## src/sed_pkg.sv

```systemverilog
// Shared types, constants and helper functions of the string escape decoder.
package sed_pkg;

  // Width of the input position and output length counters
  localparam int unsigned POS_W     = 16;
  // Width of the position and length fields of a result word
  localparam int unsigned FIELD_W   = 16;
  // Depth of the queue between front and back
  localparam int unsigned QDEPTH    = 4;
  localparam int unsigned QAW       = $clog2(QDEPTH);

  localparam logic [POS_W-1:0] POS_MAX = {POS_W{1'b1}};

  // End status codes
  localparam logic [2:0] ST_OK        = 3'd0;
  localparam logic [2:0] ST_TRAIL_BS  = 3'd1;
  localparam logic [2:0] ST_NO_HEX    = 3'd2;
  localparam logic [2:0] ST_HEX_NUL   = 3'd3;
  localparam logic [2:0] ST_BAD_ESC   = 3'd4;

  // Characters with a meaning of their own
  localparam logic [7:0] CH_BSLASH = 8'h5c;
  localparam logic [7:0] CH_X      = 8'h78;

  // One queue entry: everything that one input word produces
  typedef struct packed {
    logic [1:0]         n_data;
    logic [7:0]         byte0;
    logic [7:0]         byte1;
    logic               has_end;
    logic [2:0]         status;
    logic [FIELD_W-1:0] error_pos;
    logic [FIELD_W-1:0] out_length;
  } sed_entry_t;

  // Saturating increment of a position counter
  function automatic logic [POS_W-1:0] sat_inc(input logic [POS_W-1:0] v);
    return (v == POS_MAX) ? v : v + POS_W'(1);
  endfunction

  // Step a position back, stopping at zero
  function automatic logic [POS_W-1:0] pos_back(input logic [POS_W-1:0] p,
                                                input logic [1:0] k);
    logic [POS_W-1:0] kk;
    kk = POS_W'(k);
    return (p >= kk) ? p - kk : '0;
  endfunction

  // Hex digit value; bit 4 flags a valid digit
  function automatic logic [4:0] hex_value(input logic [7:0] c);
    logic [4:0] r;
    r = '0;
    if (c >= 8'h30 && c <= 8'h39) begin
      r = {1'b1, 4'(c - 8'h30)};
    end else if (c >= 8'h61 && c <= 8'h66) begin
      r = {1'b1, 4'(c - 8'h57)};
    end else if (c >= 8'h41 && c <= 8'h46) begin
      r = {1'b1, 4'(c - 8'h37)};
    end
    return r;
  endfunction

  // Single-character escapes; bit 8 flags a known escape
  function automatic logic [8:0] esc_map(input logic [7:0] c);
    logic [8:0] r;
    case (c)
      8'h6e:   r = {1'b1, 8'd10};  // n
      8'h74:   r = {1'b1, 8'd9};   // t
      8'h72:   r = {1'b1, 8'd13};  // r
      8'h30:   r = {1'b1, 8'd0};   // 0
      8'h5c:   r = {1'b1, 8'd92};  // backslash
      8'h22:   r = {1'b1, 8'd34};  // double quote
      8'h27:   r = {1'b1, 8'd39};  // single quote
      8'h62:   r = {1'b1, 8'd8};   // b
      8'h66:   r = {1'b1, 8'd12};  // f
      8'h76:   r = {1'b1, 8'd11};  // v
      8'h61:   r = {1'b1, 8'd7};   // a
      default: r = '0;
    endcase
    return r;
  endfunction

endpackage

```

## src/sed_in_if.sv

```systemverilog
// Input channel: one raw character word with a last mark.
interface sed_in_if;
  logic       valid;
  logic       ready;
  logic [7:0] in_byte;
  logic       last;

  modport source (output valid, output in_byte, output last, input ready);
  modport sink   (input valid, input in_byte, input last, output ready);
endinterface

```

## src/sed_out_if.sv

```systemverilog
// Output channel: decoded byte or end-of-string status word.
interface sed_out_if;
  logic        valid;
  logic        ready;
  logic [7:0]  out_byte;
  logic        is_end;
  logic [2:0]  status;
  logic [15:0] error_pos;
  logic [15:0] out_length;
  logic        run_last;

  modport source (output valid, output out_byte, output is_end, output status,
                  output error_pos, output out_length, output run_last,
                  input ready);
  modport sink   (input valid, input out_byte, input is_end, input status,
                  input error_pos, input out_length, input run_last,
                  output ready);
endinterface

```

## src/string_escape_decoder_core.sv

```systemverilog
// Top level of the string escape decoder: front, result queue and back.
// An accepted word's results are written into the result queue and reach the output from there.
// Throughput: one input word per cycle while each word gives at most one result
// and the output is not stalled; a word giving two or three results holds the output
// until all are taken. The four-entry queue between the state machine and the output sets this.
// Reset (rst_ni low, asynchronous) clears escape state, counters and the queue.
module string_escape_decoder_core (
  input  logic      clk_i,
  input  logic      rst_ni,
  sed_in_if.sink    in_i,
  sed_out_if.source out_o
);
  import sed_pkg::*;

  logic       accept;
  logic       push;
  logic       full;
  logic       pop;
  logic       empty;
  sed_entry_t entry;
  sed_entry_t head;

  assign in_i.ready = !full;
  assign accept     = in_i.valid && in_i.ready;

  sed_front u_front (
    .clk_i     (clk_i),
    .rst_ni    (rst_ni),
    .accept_i  (accept),
    .in_byte_i (in_i.in_byte),
    .last_i    (in_i.last),
    .push_o    (push),
    .entry_o   (entry)
  );

  sed_queue u_queue (
    .clk_i   (clk_i),
    .rst_ni  (rst_ni),
    .push_i  (push),
    .entry_i (entry),
    .full_o  (full),
    .pop_i   (pop),
    .empty_o (empty),
    .head_o  (head)
  );

  sed_back u_back (
    .clk_i   (clk_i),
    .rst_ni  (rst_ni),
    .empty_i (empty),
    .head_i  (head),
    .pop_o   (pop),
    .out_o   (out_o)
  );

endmodule

```

## src/sed_front.sv

```systemverilog
// Front end: escape state machine, counters and per-word result bundle.
module sed_front (
  input  logic                clk_i,
  input  logic                rst_ni,
  input  logic                accept_i,
  input  logic [7:0]          in_byte_i,
  input  logic                last_i,
  output logic                push_o,
  output sed_pkg::sed_entry_t entry_o
);
  import sed_pkg::*;

  localparam logic [1:0] M_NORMAL = 2'd0;
  localparam logic [1:0] M_ESC    = 2'd1;
  localparam logic [1:0] M_HEX1   = 2'd2;
  localparam logic [1:0] M_HEX2   = 2'd3;

  logic [1:0]       mode_q, mode_d;
  logic [3:0]       hex_q, hex_d;
  logic [POS_W-1:0] pos_q, pos_d;
  logic [POS_W-1:0] cnt_q, cnt_d;
  logic [2:0]       err_q, err_d;
  logic [POS_W-1:0] epos_q, epos_d;

  // Decode one word against the current state
  always_comb begin
    logic [1:0]       mode_v;
    logic [POS_W-1:0] cnt_v;
    logic [2:0]       err_v;
    logic [POS_W-1:0] epos_v;
    logic [1:0]       n_v;
    logic [7:0]       b_v [2];
    logic             consumed;
    logic [4:0]       h;
    logic [8:0]       e;
    logic [7:0]       val;

    mode_v   = mode_q;
    cnt_v    = cnt_q;
    err_v    = err_q;
    epos_v   = epos_q;
    n_v      = '0;
    b_v[0]   = '0;
    b_v[1]   = '0;
    consumed = 1'b0;
    h        = hex_value(in_byte_i);
    e        = esc_map(in_byte_i);
    val      = '0;

    if (err_q == ST_OK) begin
      // Second hex digit, or the byte that ends a one-digit escape
      if (mode_v == M_HEX2) begin
        mode_v = M_NORMAL;
        if (h[4]) begin
          val      = {hex_q, h[3:0]};
          consumed = 1'b1;
          if (val == 8'd0) begin
            err_v  = ST_HEX_NUL;
            epos_v = pos_back(pos_q, 2'd1);
          end else begin
            b_v[n_v[0]] = val;
            n_v         = n_v + 2'd1;
            cnt_v       = sat_inc(cnt_v);
          end
        end else begin
          val = {4'd0, hex_q};
          if (val == 8'd0) begin
            err_v  = ST_HEX_NUL;
            epos_v = pos_back(pos_q, 2'd2);
          end else begin
            b_v[n_v[0]] = val;
            n_v         = n_v + 2'd1;
            cnt_v       = sat_inc(cnt_v);
          end
        end
      end
      // Ordinary decode of the byte
      if (!consumed && err_v == ST_OK) begin
        case (mode_v)
          M_NORMAL: begin
            if (in_byte_i == CH_BSLASH) begin
              mode_v = M_ESC;
            end else begin
              b_v[n_v[0]] = in_byte_i;
              n_v         = n_v + 2'd1;
              cnt_v       = sat_inc(cnt_v);
            end
          end
          M_ESC: begin
            mode_v = M_NORMAL;
            if (e[8]) begin
              b_v[n_v[0]] = e[7:0];
              n_v         = n_v + 2'd1;
              cnt_v       = sat_inc(cnt_v);
            end else if (in_byte_i == CH_X) begin
              mode_v = M_HEX1;
            end else begin
              err_v  = ST_BAD_ESC;
              epos_v = pos_back(pos_q, 2'd1);
            end
          end
          default: begin
            // first hex digit expected
            if (h[4]) begin
              mode_v = M_HEX2;
            end else begin
              mode_v = M_NORMAL;
              err_v  = ST_NO_HEX;
              epos_v = pos_back(pos_q, 2'd2);
            end
          end
        endcase
      end
    end

    // Close any pending escape at the end of the string
    if (last_i && err_v == ST_OK) begin
      case (mode_v)
        M_ESC: begin
          err_v  = ST_TRAIL_BS;
          epos_v = pos_q;
        end
        M_HEX1: begin
          err_v  = ST_NO_HEX;
          epos_v = pos_back(pos_q, 2'd1);
        end
        M_HEX2: begin
          // digit held from this word or an earlier one
          val = (mode_q == M_HEX2) ? {4'd0, hex_q} : {4'd0, h[3:0]};
          if (mode_q != M_HEX2 && val == 8'd0) begin
            err_v  = ST_HEX_NUL;
            epos_v = pos_back(pos_q, 2'd1);
          end else if (mode_q == M_HEX2 && val == 8'd0) begin
            err_v  = ST_HEX_NUL;
            epos_v = pos_back(pos_q, 2'd1);
          end else begin
            b_v[n_v[0]] = val;
            n_v         = n_v + 2'd1;
            cnt_v       = sat_inc(cnt_v);
          end
        end
        default: begin
        end
      endcase
    end

    entry_o.n_data     = n_v;
    entry_o.byte0      = b_v[0];
    entry_o.byte1      = b_v[1];
    entry_o.has_end    = last_i;
    entry_o.status     = err_v;
    entry_o.error_pos  = (err_v != ST_OK) ? FIELD_W'(epos_v) : '0;
    entry_o.out_length = (err_v == ST_OK) ? FIELD_W'(cnt_v) : '0;
    push_o             = accept_i && (last_i || n_v != 2'd0);

    // Next state; a finished string restores the reset state
    if (last_i) begin
      mode_d = M_NORMAL;
      hex_d  = '0;
      pos_d  = '0;
      cnt_d  = '0;
      err_d  = ST_OK;
      epos_d = '0;
    end else begin
      mode_d = mode_v;
      hex_d  = (mode_v == M_HEX2 && mode_q != M_HEX2) ? h[3:0] : hex_q;
      pos_d  = sat_inc(pos_q);
      cnt_d  = cnt_v;
      err_d  = err_v;
      epos_d = epos_v;
    end
  end

  // State registers
  always_ff @(posedge clk_i or negedge rst_ni) begin
    if (!rst_ni) begin
      mode_q <= M_NORMAL;
      hex_q  <= '0;
      pos_q  <= '0;
      cnt_q  <= '0;
      err_q  <= ST_OK;
      epos_q <= '0;
    end else if (accept_i) begin
      mode_q <= mode_d;
      hex_q  <= hex_d;
      pos_q  <= pos_d;
      cnt_q  <= cnt_d;
      err_q  <= err_d;
      epos_q <= epos_d;
    end
  end

endmodule

```

## src/sed_queue.sv

```systemverilog
// Short FIFO of result bundles between front and back.
module sed_queue (
  input  logic                clk_i,
  input  logic                rst_ni,
  input  logic                push_i,
  input  sed_pkg::sed_entry_t entry_i,
  output logic                full_o,
  input  logic                pop_i,
  output logic                empty_o,
  output sed_pkg::sed_entry_t head_o
);
  import sed_pkg::*;

  sed_entry_t     mem_q [QDEPTH];
  logic [QAW-1:0] wr_q, wr_d;
  logic [QAW-1:0] rd_q, rd_d;
  logic [QAW:0]   cnt_q, cnt_d;

  assign full_o  = (cnt_q == (QAW+1)'(QDEPTH));
  assign empty_o = (cnt_q == '0);
  assign head_o  = mem_q[rd_q];

  // Pointer and fill count update
  always_comb begin
    wr_d  = push_i ? wr_q + QAW'(1) : wr_q;
    rd_d  = pop_i ? rd_q + QAW'(1) : rd_q;
    cnt_d = cnt_q;
    if (push_i && !pop_i) begin
      cnt_d = cnt_q + (QAW+1)'(1);
    end else if (pop_i && !push_i) begin
      cnt_d = cnt_q - (QAW+1)'(1);
    end
  end

  always_ff @(posedge clk_i or negedge rst_ni) begin
    if (!rst_ni) begin
      wr_q  <= '0;
      rd_q  <= '0;
      cnt_q <= '0;
    end else begin
      wr_q  <= wr_d;
      rd_q  <= rd_d;
      cnt_q <= cnt_d;
    end
  end

  // Storage, no reset
  always_ff @(posedge clk_i) begin
    if (push_i) begin
      mem_q[wr_q] <= entry_i;
    end
  end

  a_no_overflow: assert property (@(posedge clk_i) disable iff (!rst_ni)
    !(push_i && full_o))
    else $error("queue push while full");

  a_no_underflow: assert property (@(posedge clk_i) disable iff (!rst_ni)
    !(pop_i && empty_o))
    else $error("queue pop while empty");

  a_count_bound: assert property (@(posedge clk_i) disable iff (!rst_ni)
    cnt_q <= (QAW+1)'(QDEPTH))
    else $error("queue count beyond depth");

  a_ptr_track: assert property (@(posedge clk_i) disable iff (!rst_ni)
    (cnt_q == '0 || cnt_q == (QAW+1)'(QDEPTH)) |-> (wr_q == rd_q))
    else $error("queue pointers disagree with count");

endmodule

```

## src/sed_back.sv

```systemverilog
// Back end: unpacks one queue entry into data and end words.
module sed_back (
  input  logic                clk_i,
  input  logic                rst_ni,
  input  logic                empty_i,
  input  sed_pkg::sed_entry_t head_i,
  output logic                pop_o,
  sed_out_if.source           out_o
);
  import sed_pkg::*;

  logic [1:0] idx_q, idx_d;
  logic [1:0] total;
  logic       is_data;
  logic       fin;

  // Result index within the head entry
  always_comb begin
    total   = head_i.n_data + {1'b0, head_i.has_end};
    is_data = (idx_q < head_i.n_data);
    fin     = (idx_q == total - 2'd1);
  end

  assign out_o.valid      = !empty_i;
  assign out_o.out_byte   = !is_data ? '0 : (idx_q[0] ? head_i.byte1 : head_i.byte0);
  assign out_o.is_end     = !is_data;
  assign out_o.status     = is_data ? ST_OK : head_i.status;
  assign out_o.error_pos  = is_data ? '0 : head_i.error_pos;
  assign out_o.out_length = is_data ? '0 : head_i.out_length;
  assign out_o.run_last   = fin;

  assign pop_o = out_o.valid && out_o.ready && fin;

  always_comb begin
    idx_d = idx_q;
    if (out_o.valid && out_o.ready) begin
      idx_d = fin ? 2'd0 : idx_q + 2'd1;
    end
  end

  always_ff @(posedge clk_i or negedge rst_ni) begin
    if (!rst_ni) begin
      idx_q <= '0;
    end else begin
      idx_q <= idx_d;
    end
  end

endmodule
```

## src/flat_wrapper.sv

```systemverilog
// flat-port wrapper written by rule: the top's interface ports become plain ports
module string_escape_decoder_core_flat import sed_pkg::*;
  (clk_i, rst_ni, in_i_valid, in_i_in_byte, in_i_last, in_i_ready, out_o_valid, out_o_out_byte, out_o_is_end, out_o_status, out_o_error_pos, out_o_out_length, out_o_run_last, out_o_ready);
  sed_in_if in_i_i ();
  sed_out_if out_o_i ();
  input  logic clk_i;
  input  logic rst_ni;
  input wire logic [$bits(in_i_i.valid)-1:0] in_i_valid;
  input wire logic [$bits(in_i_i.in_byte)-1:0] in_i_in_byte;
  input wire logic [$bits(in_i_i.last)-1:0] in_i_last;
  output wire logic [$bits(in_i_i.ready)-1:0] in_i_ready;
  output wire logic [$bits(out_o_i.valid)-1:0] out_o_valid;
  output wire logic [$bits(out_o_i.out_byte)-1:0] out_o_out_byte;
  output wire logic [$bits(out_o_i.is_end)-1:0] out_o_is_end;
  output wire logic [$bits(out_o_i.status)-1:0] out_o_status;
  output wire logic [$bits(out_o_i.error_pos)-1:0] out_o_error_pos;
  output wire logic [$bits(out_o_i.out_length)-1:0] out_o_out_length;
  output wire logic [$bits(out_o_i.run_last)-1:0] out_o_run_last;
  input wire logic [$bits(out_o_i.ready)-1:0] out_o_ready;
  assign in_i_i.valid = in_i_valid;
  assign in_i_i.in_byte = in_i_in_byte;
  assign in_i_i.last = in_i_last;
  assign in_i_ready = in_i_i.ready;
  assign out_o_valid = out_o_i.valid;
  assign out_o_out_byte = out_o_i.out_byte;
  assign out_o_is_end = out_o_i.is_end;
  assign out_o_status = out_o_i.status;
  assign out_o_error_pos = out_o_i.error_pos;
  assign out_o_out_length = out_o_i.out_length;
  assign out_o_run_last = out_o_i.run_last;
  assign out_o_i.ready = out_o_ready;
  string_escape_decoder_core u_core (.clk_i(clk_i), .rst_ni(rst_ni), .in_i(in_i_i), .out_o(out_o_i));
endmodule
```

## config.mk

```make
export PLATFORM = sky130hd
export DESIGN_NAME = string_escape_decoder_core_flat
export DESIGN_NICKNAME = d
export VERILOG_FILES = /design/src/sed_pkg.sv /design/src/sed_in_if.sv /design/src/sed_out_if.sv /design/src/string_escape_decoder_core.sv /design/src/sed_front.sv /design/src/sed_queue.sv /design/src/sed_back.sv /design/src/flat_wrapper.sv
export SDC_FILE = /design/constraint.sdc
export NUM_CORES = 1
export LEC_CHECK = 0
export ABC_AREA = 1
export BUFFER_PORTS_ARGS = -buffer_cell sky130_fd_sc_hd__buf_2
export CORE_ASPECT_RATIO = 0.75
export CORE_MARGIN = 5
export CORE_UTILIZATION = 50
export DETAILED_ROUTE_END_ITERATION = 12
export GPL_ROUTABILITY_DRIVEN = 1
export MAX_ROUTING_LAYER = met4
export PLACE_DENSITY = 0.78
export SYNTH_ARGS = -nofsm -noshare
export SYNTH_HDL_FRONTEND = slang
export SYNTH_SLANG_ARGS = --single-unit
```

## constraint.sdc

```tcl
create_clock -name clk_i -period 5.52 [get_ports clk_i]
set_input_delay 1.104 -clock clk_i [delete_from_list [all_inputs] [get_ports clk_i]]
set_output_delay 1.104 -clock clk_i [all_outputs]
set_load 0.01 [all_outputs]
```

==> results.md, run 1 <==
- Pwr dens: 688.3 mW/mm^2
- Tcrit/Tclk final: 0.9187
- Drt first pass iters: 6
- Worst hold path class: register to register
- Worst Skew: around 0.041 ns
- Adder-Cell Fraction of Synth Area: 0.02011
- Area Growth Syn to Fin: 11.09%
- Final GP Congestion: 1.016
- H-tree Lvls: 1
- Hold slack: 0.5354 ns
- Largest net degree at the start of global routing: 79
- Root Buffer: clkbuf_16
- PortBufs: 59
- CTS tree: yes
- Final Hold Viols: 0
- Slew Limit Fails: 0
- Largest family of logic cells by synthesized area: simple AND/OR/NAND/NOR gates
- End of the worst register-to-register path: u_core.u_queue.cnt_q[2]
- Final core occ: 0.5660
- Syn Nets: 2,302
- Via count: roughly 17,000
- Critical path arrival: 5.36 ns
- Register-to-register setup slack: between 0.8 and 0.9 ns
- Ant. Diodes: 0
- Post-Syn Area: around 0.018 sq mm
- Reg-to-Reg Start: u_core.u_front.mode_q[1]
- Seq/Total Area, Yosys: 0.4574
- Commonest non-fill, non-tap cell in the layout: nand2_1
- Vias in the first global route: between 15,000 and 20,000
- Distinct cell type count after synthesis: 60
- Max-slew headroom: 0.2712
- Flop pwr share: 0.272
- Reg2reg path depth: 21
- F_max: slightly below 0.2 GHz
- Worst hold start: u_core.u_front.cnt_q[2]
- Remaining global-route overflow: 0
- Clock power share: 0.144
- I/O Pins: 60
- Vias/cell: roughly 6.1
- Tmin final: between 5 and 6 ns
- Crit end category: register
- Initial DRC count: around 2,400
- Slowest cell on crit path: nor2_1
- Gate power share: 0.584
- Internal: ~6.7 mW
- Cell repeated most along the worst path: nand2_1
- Drt wl/cell: about 20 um
- Outcome: completed
- Synth Area in XOR/XNOR: 0.01174
- Max clock buf depth: 3
- Core area: 0.03492 sq mm
- CP Buf/Inv Count: 7
- CP startpoint kind: input port
- Number of setup violations in the final report: 0
- Total of max-cap violations: 0
- Initial antenna violation count: 0
- Lkg Pwr: between 7 and 8 nW
- Most area-consuming cells after synthesis: edfxtp_1 (36%), dfrtp_1 (9.3%), nand2_1 (9.2%), nor2_1 (7.1%), o21ai_0 (6.9%)
- Synthesized area per cell: 7.869 sq um
- Switch Pwr: about 6.9 mW
- Die area: 0.03949 sq mm
- Switching Share: 0.5092
- Slowest cell delay on critical path: around 0.27 ns
- Yosys warning total: 0
- Std cell rows: 59
- Commonest non-fill, non-tap cells in the layout: nand2_1 (436), nor2_1 (329), o21ai_0 (244)
- Worst-skew pair later-pin latency: just under 0.6 ns
- Clock Sinks: 282
- DIE HEIGHT: about 170 um
- Compound-Gate Fraction of Synth Area: 0.1780
- Number of nets in the layout: between 2,000 and 2,500
- Initial core utilization: 0.5095
- Synth top area share: 0.3646
- Post-route DRC: 0
- Crit path required time: around 5.8 ns
- DIE WIDTH: about 230 um
- Leading area contributor after synthesis: edfxtp_1
- Gr usage total: 0.2826
- Hold EP: u_core.u_front.cnt_q[2]
- WS Path Type: input port to register
- Post-synthesis simple-gate area fraction: 0.2599
- First-pass GRT wire length: a little under 90,000 um
- Maximum VDD drop: 499.2 uV
- Slew @ Worst Pin: 1.092 ns
- Hold path depth: 2
- Share of cells above drive strength 1: 0.1241
- #FFs+latches synth: 282
- Num CTS Buffers: 29
- Hpwl dp: between 30,000 and 40,000 um
- Number of nets with antenna violations after routing: 0
- Synthesized netlist cell count: 2,261
- Final wirelength: about 57,000 um
- Mux contribution to synthesized area: 0
- Worst Path Max Fanout: 12
- CTS clk-pin slew, worst paths: 0.07 ns
- Crit-path leading delay family: simple AND/OR/NAND/NOR gates
==> timing repair <==
action                                  4_1_cts  5_1_grt
endpoints found under the setup margin        0       36
resized for setup                             0        5
hold buffers                                  0        0
setup buffers                                 0        0
==> sequential cells by signal, summed over array words and instances (netlist names) <==
signal and flops:
u_core.u_queue.mem_q 216, u_core.u_front.cnt_q 16, u_core.u_front.epos_q 16, u_core.u_front.pos_q 16
u_core.u_front.hex_q 4, u_core.u_front.err_q 3, u_core.u_queue.cnt_q 3, u_core.u_back.idx_q 2
u_core.u_front.mode_q 2, u_core.u_queue.rd_q 2, u_core.u_queue.wr_q 2
==> per-stage QoR <==
| stage | instances | TNS, ns | power, mW | cell area [sq um] | setup slack, ns |
|---|---|---|---|---|---|
| finish | 2793 | 0 | 13.60 | 19760 | 0.4486 |
| global route | 2793 | -0.0003229 | 14.44 | 19760 | -0.0001834 |
| CTS | 2792 | 0 | 13.40 | 19740 | 0.4610 |
| detailed placement | 2738 | -1.560 | 11.41 | 18800 | -0.08837 |
| global placement | 2738 | 0 | 11.23 | 18800 | 0.09167 |
| floorplan | 2261 | -86.57 | 8.618 | 17800 | -0.4008 |
==> final cells by class <==
class	count	area (sq um)
clock buffers	31	733.2
clock inverters	23	203.9
fillers	3089	15150
inverters	228	855.8
multi-input cells	1648	8422
flip-flops and latches	282	8142
well taps	457	571.8
repair buffers	124	835.8
==> cell usage after synthesis, drive strengths merged <==
cell type,count
clkbuf,71
nand2,461
clkinv,4
a32o,10
or2,2
a22oi,10
a41oi,1
and2,2
a21oi,152
xor2,17
a32oi,2
inv,224
o2111ai,10
edfxtp,216
o221ai,9
xnor2,6
o211ai,12
nor2,366
ha,27
nor3,36
fa,1
o211a,1
o311ai,1
a221oi,8
a31o,1
nor4,2
nand4,28
o21ai,261
a22o,3
o21a,1
a211oi,18
o41ai,2
o21bai,2
buf,33
o22ai,38
nand3,142
o22a,1
a31oi,10
dfrtp,66
nand3b,4
==> power groups by stage <==
stage	clock (mW)	combinational, mW	sequential [mW]
final	1.96	7.95	3.70
after global routing	2.06	8.62	3.75
after CTS	1.98	7.73	3.69
after detailed placement	0	7.69	3.73
after global placement	0	7.53	3.70
after floorplan	0	5.04	3.58
==> routing by layer <==
metal,global-route usage,wire length [um]
met2,0.4154,24360
met1,0.3892,23830
met5,-,0
met3,0.06288,6473
met4,0.09980,2127
==> cells by family (layout without fill, tap and decap cells) <==
family,Yosys count,count (layout)
and+or+nand+nor,1043,1044
xor gates and xnor gates,23,23
buffers and inverters,332,406
DFF,282,282
AOI/OAI and AO/OA,553,553
adders and majority gates,28,28
==> worst reg2reg max path, stage by stage, from the launching register on <==
cell and delay [ns]:
dfrtp_1 0.46, inv_1 0.11, ha_1 0.63, inv_1 0.51, a21oi_1 0.27, o21ai_0 0.12, o21ai_0 0.16, o21ai_1 0.13
nor2_2 0.16, nand2_1 0.12, nor2_4 0.18, nand2_2 0.14, xnor2_1 0.18, nand4_1 0.12, nand2_1 0.14, inv_2 0.10
ha_1 0.15, inv_1 0.07, fa_1 0.38, a21oi_1 0.14, o21ai_0 0.12, xor2_1 0.16
==> worst max-delay path by stage <==
stage / start / endpoint / slack [ns] / depth (start not counted)
global placement: in_i_in_byte[0] / u_core.u_queue.mem_q[0][5] / 0.09 / 31
global route: in_i_in_byte[0] / u_core.u_queue.mem_q[1][12] / -0.0002 / 31
floorplan: in_i_in_byte[0] / u_core.u_queue.mem_q[0][0] / -0.40 / 20
finish: in_i_in_byte[0] / u_core.u_queue.mem_q[2][2] / 0.45 / 30
CTS: in_i_in_byte[0] / u_core.u_queue.mem_q[3][3] / 0.46 / 31
detailed placement: in_i_in_byte[0] / u_core.u_queue.mem_q[3][5] / -0.09 / 31
Note: power is estimated with default switching activity, not from simulation.
==> run 2, diff against run 1 <==
==> constraint.sdc (replaced) <==
create_clock -name clk_i -period 5.52 [get_ports clk_i]
set_input_delay 0.552 -clock clk_i [delete_from_list [all_inputs] [get_ports clk_i]]
set_output_delay 0.552 -clock clk_i [all_outputs]
set_load 0.01 [all_outputs]
==> results.md, run 2 (same netlist as run 1, synthesis figures left out) <==
- Outcome: completed
- Unrepaired setup endpoints after global routing: false
- Max reg flops: 216 (unchanged)
- Final Hold Viols: 0 (unchanged)
- Gr usage total: 0.2774 (-0.005167)
- Initial antenna violation count: 1 (+1)
- DIE WIDTH: 227.8 um (unchanged)
- Crit end category: register
- PortBufs: 59 (unchanged)
- Worst hold path class: input port to async pin
- Hpwl dp: 38,670 um (-2.2%)
- Root Buffer: clkbuf_16
- F_max: 0.2052 GHz (+4.1%)
- Top reg by flops: u_core.u_queue.mem_q
- Multi-input gate area: 0.008402 sq mm (-0.24%)
- Std cell rows: 59 (unchanged)
- Share of cells above drive strength 1: 0.1145 (-0.009624)
- Number of post-CTS setup repair buffers: 0 (unchanged)
- Max-slew headroom: 0.2659 (-0.005365)
- Pwr Total: 13.52 mW (-0.63%)
- Reg-to-Reg Start: u_core.u_front.mode_q[0]
- Reg2reg path depth: 24 (+14%)
- Critical path arrival: 5.23 ns (-0.13 ns)
- Num CTS Buffers: 29 (unchanged)
- Initial DRC count: 2,448 (+0.16%)
- Worst Skew: 0.01388 ns (-0.02736 ns)
- Register area: 0.008143 sq mm (about the same)
- CTS clk-pin slew, worst paths: 0.07 ns (about the same)
- DIE HEIGHT: 173.4 um (unchanged)
- Post-route DRC: 0 (unchanged)
- Slew @ Worst Pin: 1.100 ns (+0.008039 ns)
- Number of nets with antenna violations after routing: 0 (unchanged)
- Number of setup violations in the final report: 0 (unchanged)
- Register-to-register setup slack: 0.72 ns (-0.12 ns)
- PostCTS Resize Cnt: 0 (unchanged)
- Crit path required time: 5.88 ns (+0.07 ns)
- CP startpoint kind: input port
- I/O Pins: 60 (unchanged)
- Drt wl/cell: 20.08 um (-1.3%)
- Total of max-cap violations: 0 (unchanged)
- Hold Buf Count CTS: 0 (unchanged)
- Vias in the first global route: 15,810 (-1.2%)
- First-pass GRT wire length: 87,060 um (-1.1%)
- Lkg Pwr: 7.910 nW (-1.0%)
- Number of nets in the layout: 2,332 (-0.93%)
- CTS tree: yes
- Commonest non-fill, non-tap cells in the layout: nand2_1 (436), nor2_1 (332), o21ai_0 (244)
- Fin Setup TNS: 0 ns (unchanged)
- Slew Limit Fails: 0 (unchanged)
- WS Path Type: input port to register
- Vias/cell: 6.124 (+0.43%)
- Remaining global-route overflow: 0 (unchanged)
- Pwr dens: 688.4 mW/mm^2 (about the same)
- End of the worst register-to-register path: u_core.u_queue.mem_q[2][12]
- Drt first pass iters: 8 (+2)
- Clock Sinks: 282 (unchanged)
- Worst Path Max Fanout: 19 (+7)
- Tmin final: 4.873 ns (-0.1983 ns)
- Commonest non-fill, non-tap cell in the layout: nand2_1
- Max clock buf depth: 3 (unchanged)
- Fillers: 3,143 (+1.7%)
- Maximum VDD drop: 421.5 uV (-16%)
- Tcrit/Tclk final: 0.8828 (-0.03592)
- Worst-skew pair later-pin latency: 0.58 ns (about the same)
- Largest net degree at the start of global routing: 78 (-1.3%)
- Area Growth Syn to Fin: 10.37%
- Core area: 0.03492 sq mm (unchanged)
- Via count: 16,980 (-0.33%)
- Initial core utilization: 0.5095 (unchanged)
- Final wirelength: 55,660 um (-2.0%)
- Die area: 0.03949 sq mm (unchanged)
- Final GP Congestion: 1.018 (+0.15%)
- H-tree Lvls: 1 (unchanged)
-- run 2: changes by cell type in the layout (fill, tap and decap cells not counted), sizes merged --
cell and delta:
clkbuf +7, buf -21, clkinv -7, nand3 -1
inv -1, clkinvlp -1, diode +1, bufinv +2
-- run 2: worst max path at each step --
stage                               start                          end  cells after the start
after floorplan           in_i_in_byte[0]   u_core.u_queue.mem_q[0][0]                     20
after global placement    in_i_in_byte[0]      u_core.u_queue.cnt_q[2]                     32
after detailed placement  in_i_in_byte[0]   u_core.u_queue.mem_q[2][6]                     30
after CTS                 in_i_in_byte[0]   u_core.u_queue.mem_q[0][6]                     30
after global routing      in_i_in_byte[0]   u_core.u_queue.mem_q[0][6]                     30
final                     in_i_in_byte[0]  u_core.u_queue.mem_q[2][12]                     24
-- run 2: where the power goes --
part	switching (mW)	internal, mW	total, mW	leakage, nW
Sequential	0.328	3.37	3.70	2.90
Combinational	5.60	2.11	7.71	4.51
Clock	0.881	1.23	2.11	0.501
-- run 2: metrics by stage --
| step | instance area, sq um | worst slack [ns] | util | std cells | hold WS, ns |
|---|---|---|---|---|---|
| final | 19640 | 0.6468 | 0.5624 | 2772 | 0.1438 |
| after global routing | 19640 | 0.2417 | 0.5624 | 2772 | 0.2204 |
| after CTS | 19630 | 0.8133 | 0.5623 | 2771 | 0.1777 |
| after detailed placement | 18610 | 0.2091 | 0.5331 | 2717 | 0.5170 |
| after global placement | 18610 | 0.4159 | 0.5331 | 2717 | 0.4965 |
| after floorplan | 17790 | -0.7048 | - | 2261 | 0.2564 |
-- run 2: final cells by class --
| cell class | count | share of cell area |
|---|---|---|
| Multi-Input combinational cell | 1647 | 0.4279 |
| Sequential cell | 282 | 0.4147 |
| Inverter | 228 | 0.04358 |
| Clock buffer | 38 | 0.04072 |
| Timing Repair Buffer | 103 | 0.03262 |
| Tap cell | 457 | 0.02912 |
| Clock inverter | 16 | 0.01128 |
| Antenna cell | 1 | 0.0001274 |
-- run 2: layer usage --
layer / global-route usage / vias up / wire (um)
li1: - / 7810 / -
met1: 0.4037 / 7903 / 23660
met2: 0.4060 / 1095 / 23740
met3: 0.04503 / 169 / 6485
met4: 0.07586 / 0 / 1774
met5: - / - / 0
-- run 2: critical path: stages --
cell and delay (ns):
buf_2 0.13, inv_1 0.18, ha_1 0.26, inv_1 0.08, nand3_1 0.14, nand3_2 0.15, nand2_4 0.18, nand3_4 0.15
nand3_4 0.25, inv_2 0.10, nand2_2 0.09, nand3_2 0.11, nor2_2 0.36, a31o_2 0.34, inv_2 0.06, nand4_2 0.15
inv_2 0.08, nand2_4 0.15, inv_2 0.05, o21ai_1 0.09, a22oi_1 0.26, nor3_2 0.65, inv_2 0.31, a21oi_1 0.35
